===== src/rtl/core/rbd_pkg.sv =====
// Package with types and constants shared by the ring buffer deque modules.
`timescale 1ns / 1ps
package rbd_pkg;

  localparam int DEPTH  = 16;
  localparam int PTR_W  = (DEPTH > 1) ? $clog2(DEPTH) : 1;
  localparam int CNT_W  = $clog2(DEPTH + 1);
  localparam int WORD_W = 32;
  localparam int OCC_W  = 5;

  typedef enum logic [1:0] {
    CMD_PUSH_BACK  = 2'd0,
    CMD_PUSH_FRONT = 2'd1,
    CMD_POP_BACK   = 2'd2,
    CMD_POP_FRONT  = 2'd3
  } cmd_e;

  typedef enum logic [1:0] {
    ST_OK    = 2'd0,
    ST_EMPTY = 2'd1,
    ST_FULL  = 2'd2
  } status_e;

  typedef enum logic {
    S_IDLE = 1'b0,
    S_RESP = 1'b1
  } state_e;

  typedef struct packed {
    logic go;
    logic done;
  } ctrl_t;

endpackage


===== src/rtl/core/ring_buffer_deque_top.sv =====
// Top level of the ring buffer deque: controller plus datapath.
//
//   channel  | handshake             | fields
//   ---------+-----------------------+-------------------------------
//   command  | start, busy           | command_i, value_i
//   result   | done_o (strobe)       | data_o, status_o, occupancy_o
//
// For each command the accepting edge updates pointers and count and issues
// the store access; the next cycle shows the result beat while the
// registered store read comes out. busy is high during the result cycle.
// A new command can be accepted in the cycle after done_o.
// Reset clears pointers, count and state; store contents stay undefined.
// The receiver cannot stall: done_o lasts one cycle.
`timescale 1ns / 1ps
module ring_buffer_deque_top
  import rbd_pkg::*;
(
  input  logic                     clk_i,
  input  logic                     rst_ni,
  input  logic                     start,
  output logic                     busy,
  input  logic [1:0]               command_i,
  input  logic signed [WORD_W-1:0] value_i,
  output logic                     done_o,
  output logic signed [WORD_W-1:0] data_o,
  output logic [1:0]               status_o,
  output logic [OCC_W-1:0]         occupancy_o
);

  ctrl_t ctrl;

  rbd_ctrl u_ctrl (
    .clk_i   (clk_i),
    .rst_ni  (rst_ni),
    .start_i (start),
    .busy_o  (busy),
    .ctrl_o  (ctrl)
  );

  rbd_dpath u_dpath (
    .clk_i       (clk_i),
    .rst_ni      (rst_ni),
    .ctrl_i      (ctrl),
    .command_i   (command_i),
    .value_i     (value_i),
    .data_o      (data_o),
    .status_o    (status_o),
    .occupancy_o (occupancy_o)
  );

  assign done_o = ctrl.done;

`ifndef SYNTHESIS
  a_result_follows: assert property (@(posedge clk_i) disable iff (!rst_ni)
    start && !busy |=> done_o) else $error("missing result beat");

  a_single_beat: assert property (@(posedge clk_i) disable iff (!rst_ni)
    done_o |=> !done_o) else $error("result beat longer than one cycle");

  a_occ_bound: assert property (@(posedge clk_i) disable iff (!rst_ni)
    done_o |-> occupancy_o <= OCC_W'(DEPTH)) else $error("occupancy above depth");

  a_full_drop: assert property (@(posedge clk_i) disable iff (!rst_ni)
    done_o && status_o == ST_FULL |-> occupancy_o == OCC_W'(DEPTH))
    else $error("full status while not full");

  a_empty_pop: assert property (@(posedge clk_i) disable iff (!rst_ni)
    done_o && status_o == ST_EMPTY |-> occupancy_o == '0 && data_o == '1)
    else $error("bad empty pop result");
`endif

endmodule


===== src/rtl/core/rbd_ram.sv =====
// Generic single-port-write, single-port-read RAM with registered read data.
`timescale 1ns / 1ps
module rbd_ram #(
  parameter int WIDTH = 32,
  parameter int DEPTH = 16,
  localparam int AW = (DEPTH > 1) ? $clog2(DEPTH) : 1
) (
  input  logic             clk_i,
  input  logic             we_i,
  input  logic [AW-1:0]    waddr_i,
  input  logic [WIDTH-1:0] wdata_i,
  input  logic             re_i,
  input  logic [AW-1:0]    raddr_i,
  output logic [WIDTH-1:0] rdata_o
);

  logic [WIDTH-1:0] mem_q [DEPTH];
  logic [WIDTH-1:0] rdata_q;

  always_ff @(posedge clk_i) begin
    if (we_i) begin
      mem_q[waddr_i] <= wdata_i;
    end
    if (re_i) begin
      rdata_q <= mem_q[raddr_i];
    end
  end

  assign rdata_o = rdata_q;

endmodule


===== src/rtl/core/rbd_ctrl.sv =====
// Controller state machine: accepts a command beat and presents its result.
`timescale 1ns / 1ps
module rbd_ctrl
  import rbd_pkg::*;
(
  input  logic  clk_i,
  input  logic  rst_ni,
  input  logic  start_i,
  output logic  busy_o,
  output ctrl_t ctrl_o
);

  state_e state_q, state_d;

  always_ff @(posedge clk_i or negedge rst_ni) begin
    if (!rst_ni) begin
      state_q <= S_IDLE;
    end else begin
      state_q <= state_d;
    end
  end

  always_comb begin
    state_d = state_q;
    case (state_q)
      S_IDLE: begin
        if (start_i) begin
          state_d = S_RESP;
        end
      end
      S_RESP:  state_d = S_IDLE;
      default: state_d = S_IDLE;
    endcase
  end

  always_comb begin
    busy_o       = 1'b0;
    ctrl_o.go    = 1'b0;
    ctrl_o.done  = 1'b0;
    case (state_q)
      S_IDLE: begin
        ctrl_o.go = start_i;
      end
      S_RESP: begin
        busy_o      = 1'b1;
        ctrl_o.done = 1'b1;
      end
      default: begin
        busy_o = 1'b1;
      end
    endcase
  end

endmodule


===== src/rtl/core/rbd_dpath.sv =====
// Datapath: head and tail pointers, fill count, word store and result registers.
`timescale 1ns / 1ps
module rbd_dpath
  import rbd_pkg::*;
(
  input  logic                     clk_i,
  input  logic                     rst_ni,
  input  ctrl_t                    ctrl_i,
  input  logic [1:0]               command_i,
  input  logic signed [WORD_W-1:0] value_i,
  output logic signed [WORD_W-1:0] data_o,
  output logic [1:0]               status_o,
  output logic [OCC_W-1:0]         occupancy_o
);

  localparam logic [PTR_W-1:0] PTR_LAST = PTR_W'(DEPTH - 1);
  localparam logic [CNT_W-1:0] CNT_FULL = CNT_W'(DEPTH);

  logic [PTR_W-1:0] head_q, head_d, tail_q, tail_d;
  logic [CNT_W-1:0] count_q, count_d;
  status_e          status_q, status_d;
  logic             pop_ok_q, pop_ok_d;

  logic [PTR_W-1:0] head_inc, head_dec, tail_inc, tail_dec;
  logic             we, re;
  logic [PTR_W-1:0] waddr, raddr;
  logic [WORD_W-1:0] rdata;
  cmd_e             cmd;

  assign cmd      = cmd_e'(command_i);
  assign head_inc = (head_q == PTR_LAST) ? '0 : head_q + PTR_W'(1);
  assign head_dec = (head_q == '0) ? PTR_LAST : head_q - PTR_W'(1);
  assign tail_inc = (tail_q == PTR_LAST) ? '0 : tail_q + PTR_W'(1);
  assign tail_dec = (tail_q == '0) ? PTR_LAST : tail_q - PTR_W'(1);

  always_comb begin
    head_d   = head_q;
    tail_d   = tail_q;
    count_d  = count_q;
    status_d = status_q;
    pop_ok_d = pop_ok_q;
    we       = 1'b0;
    re       = 1'b0;
    waddr    = tail_q;
    raddr    = head_q;
    if (ctrl_i.go) begin
      status_d = ST_OK;
      pop_ok_d = 1'b0;
      case (cmd)
        CMD_PUSH_BACK, CMD_PUSH_FRONT: begin
          if (count_q >= CNT_FULL) begin
            status_d = ST_FULL;
          end else begin
            we      = 1'b1;
            count_d = count_q + CNT_W'(1);
            if (cmd == CMD_PUSH_BACK) begin
              waddr  = tail_q;
              tail_d = tail_inc;
            end else begin
              waddr  = head_dec;
              head_d = head_dec;
            end
          end
        end
        CMD_POP_BACK, CMD_POP_FRONT: begin
          if (count_q == '0) begin
            status_d = ST_EMPTY;
          end else begin
            re       = 1'b1;
            pop_ok_d = 1'b1;
            count_d  = count_q - CNT_W'(1);
            if (cmd == CMD_POP_BACK) begin
              raddr  = tail_dec;
              tail_d = tail_dec;
            end else begin
              raddr  = head_q;
              head_d = head_inc;
            end
          end
        end
        default: status_d = ST_OK;
      endcase
    end
  end

  always_ff @(posedge clk_i or negedge rst_ni) begin
    if (!rst_ni) begin
      head_q   <= '0;
      tail_q   <= '0;
      count_q  <= '0;
      status_q <= ST_OK;
      pop_ok_q <= 1'b0;
    end else begin
      head_q   <= head_d;
      tail_q   <= tail_d;
      count_q  <= count_d;
      status_q <= status_d;
      pop_ok_q <= pop_ok_d;
    end
  end

  rbd_ram #(
    .WIDTH (WORD_W),
    .DEPTH (DEPTH)
  ) u_store (
    .clk_i   (clk_i),
    .we_i    (we),
    .waddr_i (waddr),
    .wdata_i (value_i),
    .re_i    (re),
    .raddr_i (raddr),
    .rdata_o (rdata)
  );

  always_comb begin
    if (pop_ok_q) begin
      data_o = rdata;
    end else if (status_q == ST_EMPTY) begin
      data_o = '1;
    end else begin
      data_o = '0;
    end
  end

  assign status_o    = status_q;
  assign occupancy_o = OCC_W'(count_q);

endmodule

===== config.mk =====
export PLATFORM = sky130hd
export DESIGN_NAME = ring_buffer_deque_top
export DESIGN_NICKNAME = d
export VERILOG_FILES = /design/src/rtl/core/rbd_pkg.sv /design/src/rtl/core/ring_buffer_deque_top.sv /design/src/rtl/core/rbd_ram.sv /design/src/rtl/core/rbd_ctrl.sv /design/src/rtl/core/rbd_dpath.sv
export SDC_FILE = /design/constraint.sdc
export NUM_CORES = 1
export LEC_CHECK = 0
export BUFFER_PORTS_ARGS = -buffer_cell sky130_fd_sc_hd__buf_2
export CORE_MARGIN = 4
export CORE_UTILIZATION = 54
export DETAILED_ROUTE_END_ITERATION = 8
export GPL_ROUTABILITY_DRIVEN = 0
export PLACE_DENSITY = 0.71
export SETUP_SLACK_MARGIN = 0.15
export SYNTH_ARGS = -nofsm -noshare
export SYNTH_HDL_FRONTEND = slang
export SYNTH_SLANG_ARGS = --single-unit

===== constraint.sdc =====
create_clock -name clk_i -period 4.2 [get_ports clk_i]
set_input_delay 1.26 -clock clk_i [delete_from_list [all_inputs] [get_ports clk_i]]
set_output_delay 1.26 -clock clk_i [all_outputs]
set_load 0.02 [all_outputs]

======== Word-level counts from Yosys, hierarchy flattened ========
Memories as Yosys holds them, arrays and structs flattened. A register that Yosys moved wholly into a read port is not among the register bits.
Cells that the tools add are included.
operators by class
  add/subtract/negate cells ............... 6
  order comparisons ....................... 1
  equality and inequality tests ........... 12
  muxes and demuxes ....................... 42
  bitwise operators ....................... 1
  reductions and logical operators ........ 9
operators with widths
  cell                 number
  $mux 4               20
  $mux 32              2
  $pmux 4 s2           2
  $mux 1               12
  $mux 5               2
  $pmux 5 s2           1
  $reduce_and 5->1     2
  $add 4x1->4 const B  2
  $eq 4x4->1 const B   2
  $logic_not 4->1      2
  $ne 2x2->1 const B   4
  $sub 4x1->4 const B  2
  $add 5x1->5 const B  1
  $ge 5x5->1 const B   1
  $logic_not 5->1      1
  $sub 5x1->5 const B  1
  $eq 2x1->1 const B   2
  $eq 2x2->1 const B   2
  $ne 2x1->1 const B   2
  $pmux 2 s2           1
  $reduce_or 2->1      2
  $reduce_and 3->1     1
  $logic_not 2->1      1
  $mux 2               1
  2 further kinds      2
storage, ports and cells
  register bits after elaboration ......... 17
  bits in writable memories ............... 512
  input port bits ......................... 37
  output and inout port bits .............. 41
  word-level logic and storage cells ...... 78
  memories ................................ 1
memory list
  name                   depth  width  read ports  clocked after memory_dff  write ports  RTL line       text
  u_dpath.u_store.mem_q  16     32     1           1                         1            rbd_ram.sv:17  logic [WIDTH-1:0] mem_q [DEPTH];

======== Depth between registers and ports, before layout ========
  word-level depth ........................ 6
  mapped depth ............................ 10
  depth with buffers taken out ............ 7

======== By module ========
Synthesis repeated with hierarchy kept, for this count alone.
second synthesis, totals
  cells, all modules ...................... 1010
  area total of the unflattened synthesis .. 21705.8 µm²
modules (own cells, without submodules)
  module     instances  cells each  area an instance (µm²)  sequential area each (µm²)
  rbd_ram    1          838         20155.6                 16335.7
  rbd_dpath  1          168         1496.4                  400.4
  rbd_ctrl   1          4           53.8                    25.0

======== Least setup slack after synthesis ========
Ideal clock, no wire load.
  path kind ............................... input-to-reg
  start ................................... input port start
  end ..................................... memory u_dpath.u_store.mem_q[10][0], enable pin
  library setup time ...................... 0.421 ns
  arrival time ............................ 3.721 ns
  required time ........................... 3.779 ns
  setup slack ............................. 0.058 ns
  stages .................................. 7
  path buffers ............................ 1
  cell sequence ........................... nand2b_1 clkbuf_1 nor3_1 nand2_1 mux2_2 nand2_1 nor2_1
on the way
  cells in the longest elaborated chain, start to end .. 4
  elaborated cells between the ends (all ways) .. 5
  those cells by class .................... mux: 5
RTL lines
  what                          RTL line                     text
  from (decl)                   ring_buffer_deque_top.sv:20  input logic start,
  $mux 1 (*)                    rbd_ctrl.sv:40               case (state_q)
  $mux 1                        rbd_dpath.sv:46              if (ctrl_i.go) begin
  $mux 1                        rbd_ram.sv:21                if (we_i) begin
  $mux 1 (not written as such)  rbd_ram.sv:22                mem_q[waddr_i] <= wdata_i;
  to (decl)                     rbd_ram.sv:17
Every way passes the cells marked *; elsewhere a longest branch is shown, timed or not.

======== Worst setup path in the final report ========
  start ................................... register u_dpath.pop_ok_q
  end ..................................... output port data_o[19]
on the way
  cells in the longest elaborated chain, start to end .. 1
RTL lines
  what                    RTL line                     text
  from (decl)             rbd_dpath.sv:22              logic pop_ok_q, pop_ok_d;
  from (signal assigned)  rbd_dpath.sv:98              pop_ok_q <= pop_ok_d;
  $mux 32                 rbd_dpath.sv:116             if (pop_ok_q) begin
  to (decl)               ring_buffer_deque_top.sv:25  output logic signed [WORD_W-1:0] data_o,
Every way passes these cells.

==> impl_results.md <==
* Status: completed
* Synth-to-layout area growth at 13.48%
* Leak pwr at 9.957 nW
* Post-detailed-placement cell area at 27740 um^2
* Die width at 228.2 um
* # hold bufs at CTS at 0
* Most used standard cell by instance count after synthesis: edfxtp_1
* Max-cap check violation count at 0
* Setup violators final at 0
* Sequential fraction of the synthesis area at 63.99%
* Headroom to the max-slew limit at 38.32%
* Global routing's busiest layer: met2
* Hold Fails Final Rpt at 0
* Top-area cell type share of the netlist area at 62.37%
* VDD IR-drop max at 0.0005028 V
* Top area cells in the synthesized netlist: edfxtp_1 (62%), mux4_2 (22%), mux2i_1 (3.8%)
* TritonCTS clock tree: built
* R2r startpoint: u_dpath.head_q[0]
* Met2 Track Usage GR at 40.72%
* Initial DRC count at 1395
* Min-delay src: u_dpath.status_o[0]
* Final worst-path setup slack at 704.5 ps
* Synth Area in Compound Gates at 4.849%
* DRC at 0
* Library cells used by synthesis at 43
* Detail-routed via count per cell at 6.797
* Post-Synthesis Net Count at 1355
* Post-Route WL at 62.05 mm
* Xor-xnor portion of the synthesized cell area at 0.3678%
* Maximum clock insertion buffer count at 3
* Number of nets in the layout at 1445
* Post CTS Setup Buffer Count at 0
* Fin Setup TNS at 0 ps
* Largest net degree at the start of global routing at 63
* # resized after CTS at 0
* H-tree depth reported by CTS at 2
* Critical path endpoint category: output port
* Clock transition at the registers of the reported paths at 60 ps
* Initial Util at 54.74%
* Worst hold stages at 2
* GR Layer Usage met1 at 32.50%
* Instance count of the mapped netlist at 1310
* Yosys warning count at 0
* Post-synthesis async set-or-reset flop share at 3.030%
* Unrepaired setup endpoints after global routing: false
* Synth Area in Simple Gates at 2.016%
* Share of synthesized cell area in full adder, half adder and majority cells at 0.4108%
* Top cell type by total area after synthesis: edfxtp_1
* Skew-Pair Late Insertion Delay at 610 ps
* Sequential Area at 16770 um^2
* TritonCTS buffer count at 57
* Sinks on the clock net at 561
* Drt first pass iters at 7
* Number of fillers in the final layout at 3259
* Data arrival time of the critical path at 2240 ps
* Floorplan core area at 47850 um^2
* Largest family of logic cells by synthesized area: multiplexers
* Via count of the first global-routing pass at 14660
* Post-route standard cell area excluding fillers at 29720 um^2
* Endpoint required time on the critical path at 2940 ps
* Root buffer cell: clkbuf_16
* Overall fraction of global-route tracks in use at 23.99%
* Worst hold path type: flip-flop to flip-flop
* Post-synthesis sequential element count at 561
* HPWL reported at the end of detailed placement at 35.89 mm
* Critical setup path kind: flip-flop to output port
* Maximum fanout count along the critical path at 32
* Logic depth of the worst register-to-register path at 6
* Diode insertion count for antenna repair at 0
* PD cells at 683.5 nW/um^2
* Number of nets with antenna violations after routing at 0
* Total Power Consumption at 20.31 mW
* Cell area after synthesis at 26190 um^2
* Drt wl/cell at 30.18 um
* Non-filler cells, final at 2056
* Mapped Avg Cell Area at 19.99 um^2
* Transition at the pin with the smallest max-transition slack at 925.1 ps
* EDFF count, synth at 544
* # IOs at 78
* Number of vias after detailed routing at 13970
* Startpoint types: flip-flop
* Post-layout utilization of the core at 62.12%
* Top cells by count, synth: edfxtp_1 (544), mux4_2 (256), mux2i_1 (100), nand2_1 (78), clkbuf_1 (63)
* Port Buffer Count at 77
* Total area of multi-input combinational cells at 9042 um^2
* Prevailing post-synth register cell: edfxtp_1
* Number of pins with negative max-slew slack in the final report at 0
* Ratio of cells with drive above 1 in the final layout at 38.31%
* Global routing usage on met3 at 3.693%
* CP startpoint: u_dpath.pop_ok_q
* Multiplexer fraction of the synthesized cell area at 26.19%
* Number of placement rows at 80
* Leftover overflow at the end of global routing at 0
* Period Utilization, post-route at 83.23%
* Die Span Y at 228.2 um
* Time the final worst path needs with I/O delays and setup at 3496 ps
* Number of placed instances, taps included at 1956
* Clock Skew at 12.96 ps
* Worst hold margin at 513.2 ps
* Top achievable clock speed at 286.1 MHz
* First-pass GRT wire length at 93.55 mm
* Pre-CTS setup slack at 479.9 ps
* Area of the die at 52090 um^2
* Antenna violations before repair at 1
==> cell usage in the layout, fill, tap and decap left out, types with 4 or more instances in the layout <==
cell type   netlist  layout
buf_12            4      25
a221oi_2         32      32
inv_1             5       5
clkbuf_1         63       5
buf_2            25      77
a21oi_1          13      12
nor2_1           29      11
xor2_1            7       7
clkbuf_16         0      59
buf_4             5      34
clkinv_1          0       4
nand2_1          78      78
nand3_1           5       5
a21o_1           38      38
clkinvlp_4        0       8
bufinv_16         0      11
dfrtp_1          17      14
nor2_4            0      18
mux4_2          256     256
mux2_2            5       5
xnor2_1           4       4
edfxtp_1        544     544
ha_1              7       6
mux2i_1         100     100
a32o_1           32      32
o21ai_0           6       6
clkinv_2          0       9
==> logic make-up (layout without fill, tap and decap cells) <==
kind of cell    Yosys count  after routing
fa+ha+maj                 8              8
buf+inv                 110            241
xor+xnor                 11             11
compound gates          131            131
flops                   561            561
mux                     363            363
simple gates            126            126
==> per-layer routing <==
metal	wire (um)	up-vias
li1	-	5794
met5	12	-
met3	4074	117
met2	31520	562
met1	24540	7499
met4	1898	2
==> worst max-delay path, stage by stage (launching register included) <==
cell	delay, ps
dfrtp_2	620
nor3b_2	330
buf_12	270
a21o_1	190
buf_2	190
==> power breakdown <==
group,leakage [nW],internal (mW),switching (mW)
Sequential,5.10,6.49,0.322
Clock,0.948,3.23,2.11
Combinational,3.91,4.01,4.16
==> flip-flops by register name, summed over array words and instances, names as in the netlist <==
register,cells
u_dpath.tail_q,4
u_dpath.status_o,2
u_dpath.head_q,4
u_dpath.pop_ok_q,1
u_dpath.occupancy_o,5
u_ctrl.state_q,1
u_dpath.u_store.rdata_o,32
u_dpath.u_store.mem_q,512
==> final cells by class <==
type	count	share of cell area [%]
clock inverter	36	1.633
clock buffer	64	5.030
tap	615	2.589
multi-input combinational	639	30.42
timing repair buffer	136	3.839
sequential	561	56.42
inverter	5	0.06314
==> path summary, 6_finish.rpt <==
kind	to	slack, ps
max	data_o[19]	700
min	u_dpath.status_o[0]	510
max reg2reg	u_dpath.u_store.rdata_o[0]	1090
min reg2reg	u_dpath.status_o[0]	510
max in group asynchronous	u_dpath.head_q[1]	3300
min in group asynchronous	u_dpath.head_q[0]	580
No activity file was read; power rests on OpenSTA's default activity.
